## src/rtl/sldp_pkg.sv

```systemverilog
// ----------------------------------------------------------------------------
// sldp_pkg
// Shared types and constants of the slew-limited drive profiler.
// ----------------------------------------------------------------------------
package sldp_pkg;

  // Configuration register map
  typedef enum logic [2:0] {
    REG_TARGET_TICKS   = 3'd0,
    REG_DIST_GAIN      = 3'd1,
    REG_DECEL_GAIN     = 3'd2,
    REG_SLEW_LIMIT     = 3'd3,
    REG_ALIGN_GAIN     = 3'd4,
    REG_MIN_POWER      = 3'd5,
    REG_POWER_CAP      = 3'd6,
    REG_DIRECTION_MODE = 3'd7
  } cfg_reg_t;

  typedef enum logic [1:0] {
    DIR_FORWARD    = 2'd0,
    DIR_BACKWARD   = 2'd1,
    DIR_SPIN_LEFT  = 2'd2,
    DIR_SPIN_RIGHT = 2'd3
  } dir_mode_t;

  localparam int unsigned CFG_IDX_W  = 3;
  localparam int unsigned CFG_DATA_W = 20;

  localparam int unsigned TGT_W   = 20;
  localparam int unsigned GAIN_W  = 16;
  localparam int unsigned DECEL_W = 12;
  localparam int unsigned SLEW_W  = 20;
  localparam int unsigned PWR_W   = 10;
  localparam int unsigned VEL_W   = 11;

  // gains are Q0.16, slew limit Q0.20, decel gain Q4.8
  localparam int unsigned GAIN_FRAC  = 16;
  localparam int unsigned SLEW_FRAC  = 20;
  localparam int unsigned DECEL_FRAC = 8;

  localparam logic [PWR_W-1:0] OUT_MAX = 10'd1023;

  // result word: left velocity, right velocity, done flag, pad
  localparam int unsigned OUT_W    = 24;
  localparam int unsigned OUT_L_LO = 0;
  localparam int unsigned OUT_R_LO = 11;
  localparam int unsigned OUT_DONE = 22;

  localparam logic [TGT_W-1:0]   RST_TARGET_TICKS = 20'd0;
  localparam logic [GAIN_W-1:0]  RST_DIST_GAIN    = 16'd131;
  localparam logic [DECEL_W-1:0] RST_DECEL_GAIN   = 12'd486;
  localparam logic [SLEW_W-1:0]  RST_SLEW_LIMIT   = 20'd4194;
  localparam logic [GAIN_W-1:0]  RST_ALIGN_GAIN   = 16'd9830;
  localparam logic [PWR_W-1:0]   RST_MIN_POWER    = 10'd5;
  localparam logic [PWR_W-1:0]   RST_POWER_CAP    = 10'd200;

endpackage

```

## src/rtl/sldp_sat.sv

```systemverilog
// ----------------------------------------------------------------------------
// sldp_sat
// Fixed-point power to velocity command: truncate toward zero, saturate +-1023.
// ----------------------------------------------------------------------------
module sldp_sat
  import sldp_pkg::*;
#(
  parameter int unsigned VW   = 40,
  parameter int unsigned FRAC = 20
) (
  input  logic signed [VW-1:0]    p,
  output logic        [VEL_W-1:0] v
);

  logic          neg;
  logic [VW-1:0] mag;
  logic [VW-1:0] whole;
  logic [PWR_W-1:0] sat;

  always_comb begin
    neg   = p[VW-1];
    mag   = neg ? (VW'(0) - VW'(p)) : VW'(p);
    whole = mag >> FRAC;
    sat   = (whole > VW'(OUT_MAX)) ? OUT_MAX : whole[PWR_W-1:0];
    v     = neg ? (VEL_W'(0) - {1'b0, sat}) : {1'b0, sat};
  end

endmodule

```

## src/rtl/slew_limited_drive_profiler_unit.sv

```systemverilog
// ----------------------------------------------------------------------------
// slew_limited_drive_profiler_unit
// Per-tick drive profile: slew-limited proportional power with decel, floor,
// left/right alignment, direction signing and power cap.
// ----------------------------------------------------------------------------
// One encoder sample pair is taken per clock while the output is not stalled;
// each result passes through the stage 1 register, then the result
// register. Stage 1 forms the tick average, remaining distance, the
// slew-clamped step and the alignment term; stage 2 closes the running power
// loop (decel multiply and compare, step add, cap clamp) combinationally, which
// is what lets one item be taken per cycle. Config writes are taken at any
// time on the cfg channel and must only happen while no item is in flight.
module slew_limited_drive_profiler_unit
  import sldp_pkg::*;
#(
  parameter int unsigned TICK_BITS       = 20,
  parameter int unsigned POWER_FRAC_BITS = 20,
  localparam int unsigned IN_W = ((1 + 2 * TICK_BITS + 7) / 8) * 8
) (
  input  logic                  clk,
  input  logic                  rst_n,

  input  logic                  in_tvalid,
  output logic                  in_tready,
  // [0] start_move, then left_ticks, right_ticks (TICK_BITS each), zero pad
  input  logic [IN_W-1:0]       in_tdata,

  output logic                  out_tvalid,
  input  logic                  out_tready,
  // [10:0] left_velocity, [21:11] right_velocity, [22] move_done, [23] zero
  output logic [OUT_W-1:0]      out_tdata,

  input  logic                  cfg_valid,
  output logic                  cfg_ready,
  input  logic [CFG_IDX_W-1:0]  cfg_index,
  input  logic [CFG_DATA_W-1:0] cfg_data
);

  localparam int unsigned T   = TICK_BITS;
  localparam int unsigned F   = POWER_FRAC_BITS;
  localparam int unsigned PDW = T + GAIN_W;
  localparam int unsigned SRW = T + GAIN_W + ((F > GAIN_FRAC) ? F - GAIN_FRAC : 0);
  localparam int unsigned SW  = SLEW_W + ((F > SLEW_FRAC) ? F - SLEW_FRAC : 0);
  localparam int unsigned RPW = PWR_W + F;
  localparam int unsigned PW  = RPW + 2;
  localparam int unsigned LW  = ((PW > SRW) ? PW : SRW) + 3;
  localparam int unsigned MW  = RPW + DECEL_W;
  localparam int unsigned RSW = T + F + DECEL_FRAC;
  localparam int unsigned CW  = (MW > RSW) ? MW : RSW;

  typedef struct packed {
    logic          start;
    logic          done;
    logic [T-1:0]  rem;
    logic [SW-1:0] step;
    logic [SRW-1:0] align;
    logic          llead;
    logic          rlead;
  } s1_t;

  // ---------------- configuration ----------------
  logic [TGT_W-1:0]   target_ticks_r;
  logic [GAIN_W-1:0]  dist_gain_r;
  logic [DECEL_W-1:0] decel_gain_r;
  logic [SLEW_W-1:0]  slew_limit_r;
  logic [GAIN_W-1:0]  align_gain_r;
  logic [PWR_W-1:0]   min_power_r;
  logic [PWR_W-1:0]   power_cap_r;
  dir_mode_t          direction_mode_r;

  assign cfg_ready = 1'b1;

  always_ff @(posedge clk) begin
    if (!rst_n) begin
      target_ticks_r   <= RST_TARGET_TICKS;
      dist_gain_r      <= RST_DIST_GAIN;
      decel_gain_r     <= RST_DECEL_GAIN;
      slew_limit_r     <= RST_SLEW_LIMIT;
      align_gain_r     <= RST_ALIGN_GAIN;
      min_power_r      <= RST_MIN_POWER;
      power_cap_r      <= RST_POWER_CAP;
      direction_mode_r <= DIR_FORWARD;
    end else if (cfg_valid) begin
      unique case (cfg_reg_t'(cfg_index))
        REG_TARGET_TICKS:   target_ticks_r   <= cfg_data[TGT_W-1:0];
        REG_DIST_GAIN:      dist_gain_r      <= cfg_data[GAIN_W-1:0];
        REG_DECEL_GAIN:     decel_gain_r     <= cfg_data[DECEL_W-1:0];
        REG_SLEW_LIMIT:     slew_limit_r     <= cfg_data[SLEW_W-1:0];
        REG_ALIGN_GAIN:     align_gain_r     <= cfg_data[GAIN_W-1:0];
        REG_MIN_POWER:      min_power_r      <= cfg_data[PWR_W-1:0];
        REG_POWER_CAP:      power_cap_r      <= cfg_data[PWR_W-1:0];
        REG_DIRECTION_MODE: direction_mode_r <= dir_mode_t'(cfg_data[1:0]);
        default: ;
      endcase
    end
  end

  // ---------------- handshake ----------------
  logic s1_v_r;
  logic out_tvalid_r;
  logic s2_rdy;
  logic in_fire;
  logic s2_load;

  assign s2_rdy     = !out_tvalid_r || out_tready;
  assign in_tready  = !s1_v_r || s2_rdy;
  assign in_fire    = in_tvalid && in_tready;
  assign s2_load    = s1_v_r && s2_rdy;
  assign out_tvalid = out_tvalid_r;

  // ---------------- stage 1: distance, step, alignment ----------------
  logic [T-1:0]     lt, rt, tgt, avg, diff;
  logic [T:0]       tick_sum;
  logic [T+GAIN_W-1:0] prod_d, prod_a;
  logic [SRW-1:0]   step_raw, align_raw;
  logic [SW-1:0]    slew;
  s1_t              s1_nxt, s1_r;

  assign lt = in_tdata[T:1];
  assign rt = in_tdata[2*T:T+1];

  always_comb begin
    tgt      = T'(target_ticks_r);
    tick_sum = {1'b0, lt} + {1'b0, rt};
    avg      = tick_sum[T:1];
    diff     = (lt > rt) ? (lt - rt) : (rt - lt);
    prod_d   = PDW'(tgt - avg) * PDW'(dist_gain_r);
    prod_a   = PDW'(diff) * PDW'(align_gain_r);
  end

  generate
    if (F >= GAIN_FRAC) begin : g_gain_up
      assign step_raw  = SRW'(prod_d) << (F - GAIN_FRAC);
      assign align_raw = SRW'(prod_a) << (F - GAIN_FRAC);
    end else begin : g_gain_dn
      assign step_raw  = SRW'(prod_d >> (GAIN_FRAC - F));
      assign align_raw = SRW'(prod_a >> (GAIN_FRAC - F));
    end
    if (F >= SLEW_FRAC) begin : g_slew_up
      assign slew = SW'(slew_limit_r) << (F - SLEW_FRAC);
    end else begin : g_slew_dn
      assign slew = SW'(slew_limit_r >> (SLEW_FRAC - F));
    end
  endgenerate

  always_comb begin
    s1_nxt.start = in_tdata[0];
    s1_nxt.done  = (avg >= tgt);
    s1_nxt.rem   = tgt - avg;
    s1_nxt.step  = (step_raw > SRW'(slew)) ? slew : step_raw[SW-1:0];
    s1_nxt.align = align_raw;
    s1_nxt.llead = (lt > rt);
    s1_nxt.rlead = (rt > lt);
  end

  // ---------------- stage 2: running power loop ----------------
  logic [RPW-1:0]        rp_r, rp_nxt, rp_eff, floor_p;
  logic [MW-1:0]         lhs;
  logic [CW-1:0]         rem_sh;
  logic                  decel;
  logic signed [PW-1:0]  rp_s, step_s, power, cap_s;
  logic signed [LW-1:0]  lp, rp, align_s;
  logic [VEL_W-1:0]      lvel, rvel;
  logic [OUT_W-1:0]      out_nxt;

  always_comb begin
    rp_eff  = s1_r.start ? '0 : rp_r;
    lhs     = MW'(rp_eff) * MW'(decel_gain_r);
    rem_sh  = CW'(s1_r.rem) << (F + DECEL_FRAC);
    // power * decel_gain beyond remaining distance, compared exactly
    decel   = CW'(lhs) > rem_sh;
    floor_p = {min_power_r, {F{1'b0}}};
    rp_s    = PW'(rp_eff);
    step_s  = PW'(s1_r.step);
    cap_s   = PW'({power_cap_r, {F{1'b0}}});

    priority if (!decel)          power = rp_s + step_s;
    else if (rp_eff < floor_p)    power = PW'(floor_p);
    else                          power = rp_s - step_s;

    align_s = LW'(s1_r.align);
    lp      = LW'(power);
    rp      = LW'(power);
    if (s1_r.llead) lp = lp - align_s;
    if (s1_r.rlead) rp = rp - align_s;

    unique case (direction_mode_r)
      DIR_BACKWARD: begin
        lp = -lp;
        rp = -rp;
      end
      DIR_SPIN_LEFT:  lp = -lp;
      DIR_SPIN_RIGHT: rp = -rp;
      DIR_FORWARD:    ;
      default:        ;
    endcase

    priority if (s1_r.done)   rp_nxt = '0;
    else if (power < 0)       rp_nxt = '0;
    else if (power > cap_s)   rp_nxt = cap_s[RPW-1:0];
    else                      rp_nxt = power[RPW-1:0];
  end

  sldp_sat #(.VW(LW), .FRAC(F)) u_sat_l (.p(lp), .v(lvel));
  sldp_sat #(.VW(LW), .FRAC(F)) u_sat_r (.p(rp), .v(rvel));

  always_comb begin
    out_nxt = '0;
    if (s1_r.done) begin
      out_nxt[OUT_DONE] = 1'b1;
    end else begin
      out_nxt[OUT_L_LO +: VEL_W] = lvel;
      out_nxt[OUT_R_LO +: VEL_W] = rvel;
    end
  end

  // ---------------- registers ----------------
  always_ff @(posedge clk) begin
    if (!rst_n) begin
      s1_v_r       <= 1'b0;
      out_tvalid_r <= 1'b0;
      rp_r         <= '0;
    end else begin
      if (in_fire)     s1_v_r <= 1'b1;
      else if (s2_rdy) s1_v_r <= 1'b0;
      if (s2_rdy)      out_tvalid_r <= s1_v_r;
      if (s2_load)     rp_r <= rp_nxt;
    end
  end

  logic [OUT_W-1:0] out_tdata_r;

  always_ff @(posedge clk) begin
    if (in_fire) s1_r <= s1_nxt;
    if (s2_load) out_tdata_r <= out_nxt;
  end

  assign out_tdata = out_tdata_r;

endmodule

```

## config.mk

```make
export PLATFORM = sky130hd
export DESIGN_NAME = slew_limited_drive_profiler_unit
export DESIGN_NICKNAME = d
export VERILOG_FILES = /design/src/rtl/sldp_pkg.sv /design/src/rtl/sldp_sat.sv /design/src/rtl/slew_limited_drive_profiler_unit.sv
export SDC_FILE = /design/constraint.sdc
export NUM_CORES = 2
export LEC_CHECK = 0
export BUFFER_PORTS_ARGS = -buffer_cell sky130_fd_sc_hd__buf_4
export CORE_MARGIN = 4
export CORE_UTILIZATION = 41
export CTS_CLUSTER_DIAMETER = 150
export DETAILED_ROUTE_END_ITERATION = 8
export GPL_TIMING_DRIVEN = 0
export PLACE_DENSITY = 0.65
export SLEW_MARGIN = 25
export SYNTH_ARGS = -nofsm -noshare
export SYNTH_HDL_FRONTEND = slang
export SYNTH_SLANG_ARGS = --single-unit
```

## constraint.sdc

```tcl
create_clock -name clk -period 25.9 [get_ports clk]
set_input_delay 1.295 -clock clk [delete_from_list [all_inputs] [get_ports clk]]
set_output_delay 1.295 -clock clk [all_outputs]
set_load 0.01 [all_outputs]
```

; ---- After elaboration in Yosys (flattened, before gate mapping)
; Cells that the tools add are included.
[op_classes]
reduce_logical = 20
n_mux = 21
n_eq_ne = 10
bitwise = 2
magnitude_cmp = 10
multipliers = 3
addsub = 14
[ops]
columns = operator, n
row1 = 43-bit two-way mux, 6
row2 = 30-bit two-way mux, 4
row3 = 43-bit negation, 2
row4 = "1-bit by 43-bit subtractor with 43-bit output, first input constant", 2
row5 = 32-bit two-way mux, 2
row6 = 20-bit subtractor, 3
row7 = 42-bit by 48-bit greater-than comparator with 1-bit output, 1
row8 = "23-bit by 10-bit greater-than comparator with 1-bit output, second input constant", 2
row9 = 30-bit by 12-bit multiplier with 42-bit output, 1
row10 = 32-bit by 41-bit subtractor with 42-bit output, 1
row11 = 20-bit greater-than comparator, 2
row12 = 40-bit by 20-bit greater-than comparator with 1-bit output, 1
row13 = 10-bit two-way mux, 4
row14 = 20-bit two-way mux, 2
row15 = 20-bit by 16-bit multiplier with 36-bit output, 1
row16 = 21-bit by 17-bit multiplier with 36-bit output, 1
row17 = 32-bit by 31-bit greater-than comparator with 1-bit output, 1
row18 = "32-bit by 1-bit < comparator with 1-bit output, second input constant", 1
row19 = 30-bit by 20-bit adder with 31-bit output, 1
row20 = 30-bit by 20-bit subtractor with 31-bit output, 1
row21 = 30-bit < comparator, 1
row22 = "1-bit by 10-bit subtractor with 11-bit output, first input constant", 2
row23 = 20-bit by 20-bit adder with 21-bit output, 1
row24 = 20-bit by 20-bit subtractor with 21-bit output, 1
row25 = 15 further kinds, 36
[word_totals]
input_bits = 76
regBits = 241

; ---- Longest topological paths before layout
[depth]
word_depth = 14
mapped_depth = 86
mapped_depth_nobuf = 77

; ---- By module
; A second synthesis with hierarchy kept.
[unflattened]
cells_unflattened = 7139
area_unflattened_um2 = 58501.1
[by_module_without_submodules]
columns = mod, area_per_inst_um2, seq_area_each_um2, cells_each, n_inst
row1 = slew_limited_drive_profiler_unit, 55968.7, 5855.6, 6741, 1
row2 = sldp_sat, 1266.2, 0.0, 199, 2

; ---- Worst setup path after synthesis
; Ideal clock, no wire load.
[synth_timing]
path_type = register to register
startpoint = register s1_r[83] in the netlist's numbering
endpoint = register out_tdata_r[21] (netlist: out_tdata[21]), data pin
path_stages_with_launch = 81
t_required_ns = 25.639
period_less_slack_ns = 17.729
t_arrival_ns = 17.469
setup_slack_ns = 8.171
path_cell_list = edfxtp_1 > clkbuf_1 > clkbuf_1 > clkbuf_1 > nor2b_1 > clkbuf_1 > nand2_1 > fa_1 > fa_1 > inv_1 > fa_1 > fa_1 > inv_1 > fa_1 > inv_1 > ha_1 > clkbuf_1 > a21o_1 > [... 45 more ...] > nor4b_1 > and3_1 > a31oi_1 > a2111oi_2 > and3b_1 > nor4b_4 > nand2_1 > or4_1 > or3_1 > nand3b_4 > nand2_2 > nor2_1 > ha_1 > o21ai_0 > nor2_1 > nand4b_1 > nand2b_1 > o311a_1
[synth_via]
elab_chain_cells = 13
[synth_rtl]
columns = element, line
row1 = from (decl), slew_limited_drive_profiler_unit.sv:117  ; s1_t s1_nxt, s1_r;
row2 = from (signal assigned), slew_limited_drive_profiler_unit.sv:234  ; if (in_fire) s1_r <= s1_nxt;
row3 = 30-bit two-way mux (*), slew_limited_drive_profiler_unit.sv:167  ; rp_eff = s1_r.start ? '0 : rp_r;
row4 = "30-bit by 12-bit multiplier with 42-bit output, or another cell as far along", slew_limited_drive_profiler_unit.sv:168  ; lhs = MW'(rp_eff) * MW'(decel_gain_r);
row5 = 42-bit by 48-bit greater-than comparator with 1-bit output or 32-bit two-way mux (tied branches), "slew_limited_drive_profiler_unit.sv:171, slew_limited_drive_profiler_unit.sv:178"
row6 = 32-bit two-way mux (*), slew_limited_drive_profiler_unit.sv:177  ; priority if (!decel) power = rp_s + step_s;
row7 = 32-bit by 41-bit subtractor with 42-bit output, slew_limited_drive_profiler_unit.sv:185  ; if (s1_r.rlead) rp = rp - align_s;
row8 = 43-bit two-way mux (*), slew_limited_drive_profiler_unit.sv:185
row9 = 43-bit negation, "slew_limited_drive_profiler_unit.sv:190, slew_limited_drive_profiler_unit.sv:193"
row10 = 43-bit two-way mux (*), -
row11 = 1-bit by 43-bit subtractor with 43-bit output, sldp_sat.sv:22  ; mag = neg ? (VW'(0) - VW'(p)) : VW'(p);
row12 = 43-bit two-way mux, sldp_sat.sv:22
row13 = 23-bit by 10-bit greater-than comparator with 1-bit output, sldp_sat.sv:24  ; sat = (whole > VW'(OUT_MAX)) ? OUT_MAX : whole[PWR_W-1:0];
row14 = 10-bit two-way mux, sldp_sat.sv:24
row15 = 1-bit by 10-bit subtractor with 11-bit output, sldp_sat.sv:25  ; v = neg ? (VEL_W'(0) - {1'b0, sat}) : {1'b0, sat};
row16 = to (signal assigned), slew_limited_drive_profiler_unit.sv:235  ; if (s2_load) out_tdata_r <= out_nxt;
row17 = to (decl), slew_limited_drive_profiler_unit.sv:231  ; logic [OUT_W-1:0] out_tdata_r;
; Every way passes the cells marked *; elsewhere a longest branch is shown, timed or not.
; A chain may end at the register's enable or synchronous reset.

; ---- Final worst setup path
[layout_timing]
startpoint = register s1_r[83] in the netlist's numbering
endpoint = register out_tdata_r[4] (netlist: out_tdata[4]), data pin
[layout_via]
elab_chain_cells = 14
[layout_rtl]
columns = element, line
row1 = 30-bit two-way mux (*), slew_limited_drive_profiler_unit.sv:167
row2 = "30-bit by 12-bit multiplier with 42-bit output, or another cell as far along", slew_limited_drive_profiler_unit.sv:168
row3 = 42-bit by 48-bit greater-than comparator with 1-bit output or 32-bit two-way mux (tied branches), "slew_limited_drive_profiler_unit.sv:171, slew_limited_drive_profiler_unit.sv:178"
row4 = 32-bit two-way mux (*), slew_limited_drive_profiler_unit.sv:177
row5 = 32-bit by 41-bit subtractor with 42-bit output, slew_limited_drive_profiler_unit.sv:184  ; if (s1_r.llead) lp = lp - align_s;
row6 = 43-bit two-way mux (*), slew_limited_drive_profiler_unit.sv:184
row7 = 43-bit negation, "slew_limited_drive_profiler_unit.sv:189, slew_limited_drive_profiler_unit.sv:192"
row8 = 43-bit two-way mux (*), -
row9 = 1-bit by 43-bit subtractor with 43-bit output, sldp_sat.sv:22
row10 = 43-bit two-way mux, sldp_sat.sv:22
row11 = 23-bit by 10-bit greater-than comparator with 1-bit output, sldp_sat.sv:24
row12 = 10-bit two-way mux, sldp_sat.sv:24
row13 = 1-bit by 10-bit subtractor with 11-bit output, sldp_sat.sv:25
row14 = 10-bit two-way mux (*), sldp_sat.sv:25
; Marked as above.

==> flow_metrics.py <==
metrics = {
    "outcome": {
        "status": "finished, final reports clean",
    },
    "critical_path": {
        "required_ps": 26330,
        "r2r_slack_ps": 2120,
        "crit_fanout": 13,
        "critPathBufInv": 13,
        "r2r-start": "s1_r[83]$_DFFE_PP_",
        "cp.depth": 81,
        "reg2regPathDepth": 81,
        "critical-path-top-delay-family": "compound AO/OA/AOI/OAI gates",
        "slowest_delay_ps": 850,
        "arrival_ps": 24210,
        "r2r_end": "out_tdata[4]$_SDFFCE_PP0P_",
        "slowest_stage": "a211oi_1",
        "crit_type": "reg -> reg",
        "start_kind": "flip-flop",
        "crit_path_end_kind": "flip-flop",
    },
    "global_routing": {
        "antenna_found_initial": 11,
        "grt_max_degree": 41,
        "grt_pass1_wl_um": 303000,
        "overflow": 0,
        "grt_pass1_vias": 52400,
        "grt_util_all_layers": 0.254,
    },
    "synthesis": {
        "synth_cells": 7342,
        "syn-num-nets": 8772,
        "synth_top_area_frac": 0.289,
        "avgSynthCellArea_um2": 8.12,
        "ys_ff_latch": 241,
        "synthTopCellsByArea": "fa_1, ha_1, inv_1, nand2_1, edfxtp_1",
        "yosys_warnings": 0,
        "synthArstFlopShare": 0,
        "ys_seq_area_frac": 0.0982,
        "synth_ff_type": "dfxtp_1",
        "synth.distinct_cells": 127,
        "synth_edf_count": 103,
        "syn-cell-area_um2": 59600,
        "synth_largest_area_cell": "fa_1",
    },
    "clock_network": {
        "cts_root_buf": "clkbuf_16",
        "cts_setup_buffers": 0,
        "cts_buffers": 31,
        "insertion_delay_ps": 650,
        "clockBufferDepth": 3,
        "htreeDepth": 1,
        "cts.repair.resized": 0,
        "cts_tree": "built",
        "path_clk_slew_ps": 60,
        "cts_hold_buf": 0,
        "cts.sinks": 241,
    },
    "sta": {
        "hold_viol_final": 0,
        "setup-violations-final": 0,
        "drv_slew": 0,
        "timing.setup.tns_ps": 0,
        "finalCriticalPeriod_ps": 23780,
        "rsz0062_at_grt": "false",
        "fin_worst_skew_ps": 21.7,
        "fin_crit_sh": 0.918,
        "fmax_ghz": 0.0421,
        "max_slew_margin": 0.221,
        "worst_pin_slew_ps": 1160,
    },
    "die": {
        "rows": 139,
        "die_y_um": 389,
        "fp.coreArea_um2": 144000,
        "fp.dieArea_um2": 152000,
        "initial_core_util": 0.414,
        "ioPinCount": 103,
        "die_x_um": 389,
    },
    "power_and_ir_drop": {
        "peakVddDrop_uv": 260,
        "power_mw": 7.36,
        "p_leak_nw": 29.3,
        "p_per_area_nw_per_um2": 115,
    },
    "place": {
        "routabilityCongestion": 0.986,
        "port_buffers": 88,
        "dp_cells": 9337,
        "dp_hpwl_um": 162000,
    },
    "route": {
        "first_pass_iters": 9,
        "avgRoutedWirePerCell_um": 20.8,
        "route.detailed.drc": 0,
        "drt_wl_total_um": 196000,
        "drt-vias-per-instance": 5.60,
        "ant_nets": 0,
        "drt_iter0_markers": 4772,
        "num_vias": 52600,
    },
    "cells_and_area": {
        "nets": 8898,
        "final_cells": 9406,
        "areaGrowthSynthToFinish_pct": 7.33,
        "drive_above_1_share": 0.0448,
    },
    "worst_hold_path": {
        "hold_class": "reg -> reg",
        "hold_depth": 2,
        "hold_start": "min_power_r[6]$_SDFFE_PN0P_",
        "holdPathEnd": "min_power_r[6]$_SDFFE_PN0P_",
    },
    "flow_run": {
        "maxCapViolCount": 0,
    },
}
registers in the layout (all words and copies together), names as in the netlist, 12 cells and up:
signal / cells
rp_r: 30
slew: 20
dist_gain_r: 16
out_tdata: 23
rem_sh: 20
align_gain_r: 16
align_s: 36
decel_gain_r: 12
s1_r: 24
target_ticks_r: 20
metal layers:
metal  track usage  wire [µm]  vias to the layer above
li1              -          -                    24100
met1         0.347      83700                    25900
met2         0.404      86800                     2213
met3        0.0374      15600                      456
met4         0.104       9470                        6
met5             0         41                        -
metrics by stage:
stage	utilization	area (µm²)	worst slack [ps]	hold slack (ps)
finish	0.445	64000	2120	469
CTS	0.444	64000	2640	469
global route	0.444	64000	1140	491
floorplan	-	59600	8170	439
detailed placement	0.436	62800	2740	461
global placement	0.435	62700	2740	452
cell type report:
class | count | area (µm²)
sequential | 241 | 5860
tap | 1903 | 2380
buffer | 362 | 1440
clock inverter | 23 | 330
clock buffer | 35 | 791
fill | 14400 | 80000
multi-input combinational | 5505 | 47800
antenna | 10 | 25.0
timing repair buffer | 93 | 732
inverter | 1234 | 4630
worst max path at each step:
stage | slack [ps] | to | startpoint
2_1_floorplan | 8170 | out_tdata[21]$_SDFFCE_PP0P_ | s1_r[83]$_DFFE_PP_
3_3_place_gp | 2740 | out_tdata[21]$_SDFFCE_PP0P_ | s1_r[83]$_DFFE_PP_
3_5_place_dp | 2740 | out_tdata[4]$_SDFFCE_PP0P_ | s1_r[83]$_DFFE_PP_
4_1_cts | 2640 | out_tdata[4]$_SDFFCE_PP0P_ | s1_r[83]$_DFFE_PP_
5_1_grt | 1140 | out_tdata[4]$_SDFFCE_PP0P_ | s1_r[83]$_DFFE_PP_
6_report | 2120 | out_tdata[4]$_SDFFCE_PP0P_ | s1_r[83]$_DFFE_PP_
power breakdown:
group	total, mW	switching, mW	internal, mW
registers	0.677	0.0196	0.657
logic	6.20	3.62	2.57
clock network	0.487	0.195	0.291
total	7.36	3.84	3.52
worst min-delay path: cells and delay by family, from the launching register on:
family          cells  cell delay [ps]
compound gates      1               70
simple gates        1               50
flops               1              310
cells in the mapped netlist, types with 99 or more instances:
cell type	n
a21boi_0	99
a21oi_1	268
and2_1	330
clkbuf_1	321
dfxtp_1	138
edfxtp_1	103
fa_1	860
ha_1	494
inv_1	1231
nand2_1	1154
nand3_1	123
nor2_1	304
nor2b_1	153
nor3_1	107
o21ai_0	194
xnor2_1	197
cell families (layout without fill, tap and decap cells):
| group | after synthesis | count (layout) | synth area share |
|---|---|---|---|
| AOI/OAI and AO/OA | 1227 | 1227 | 0.143 |
| DFF | 241 | 241 | 0.0982 |
| buffers and inverters | 1596 | 1747 | 0.102 |
| muxes | 68 | 68 | 0.0122 |
| adders and majority gates | 1354 | 1354 | 0.392 |
| xor gates and xnor gates | 273 | 273 | 0.0403 |
| and+or+nand+nor | 2581 | 2581 | 0.212 |
| other | 2 | 12 | 0.000126 |
layout by cell type, fill, tap and decap left out, types with 16 or more instances in the layout:
master,n
a211oi_1,46
a21boi_0,99
a21o_1,87
a21oi_1,266
a22oi_1,37
a31oi_1,54
and2_1,329
and3_1,33
and4_1,17
buf_2,16
buf_4,95
clkbuf_1,325
clkbuf_16,31
dfxtp_1,138
edfxtp_1,103
fa_1,860
ha_1,494
inv_1,1230
mux2_2,29
mux2i_1,38
nand2_1,1154
nand2b_1,75
nand3_1,123
nand4_1,69
nor2_1,304
nor2b_1,153
nor3_1,105
nor3b_1,17
nor4_1,35
o211ai_1,44
o21a_1,35
o21ai_0,194
o21bai_1,61
o31ai_1,38
or2_2,29
or3_1,34
or4_1,16
xnor2_1,189
xor2_1,74
Power figures use the tool's default switching activity.
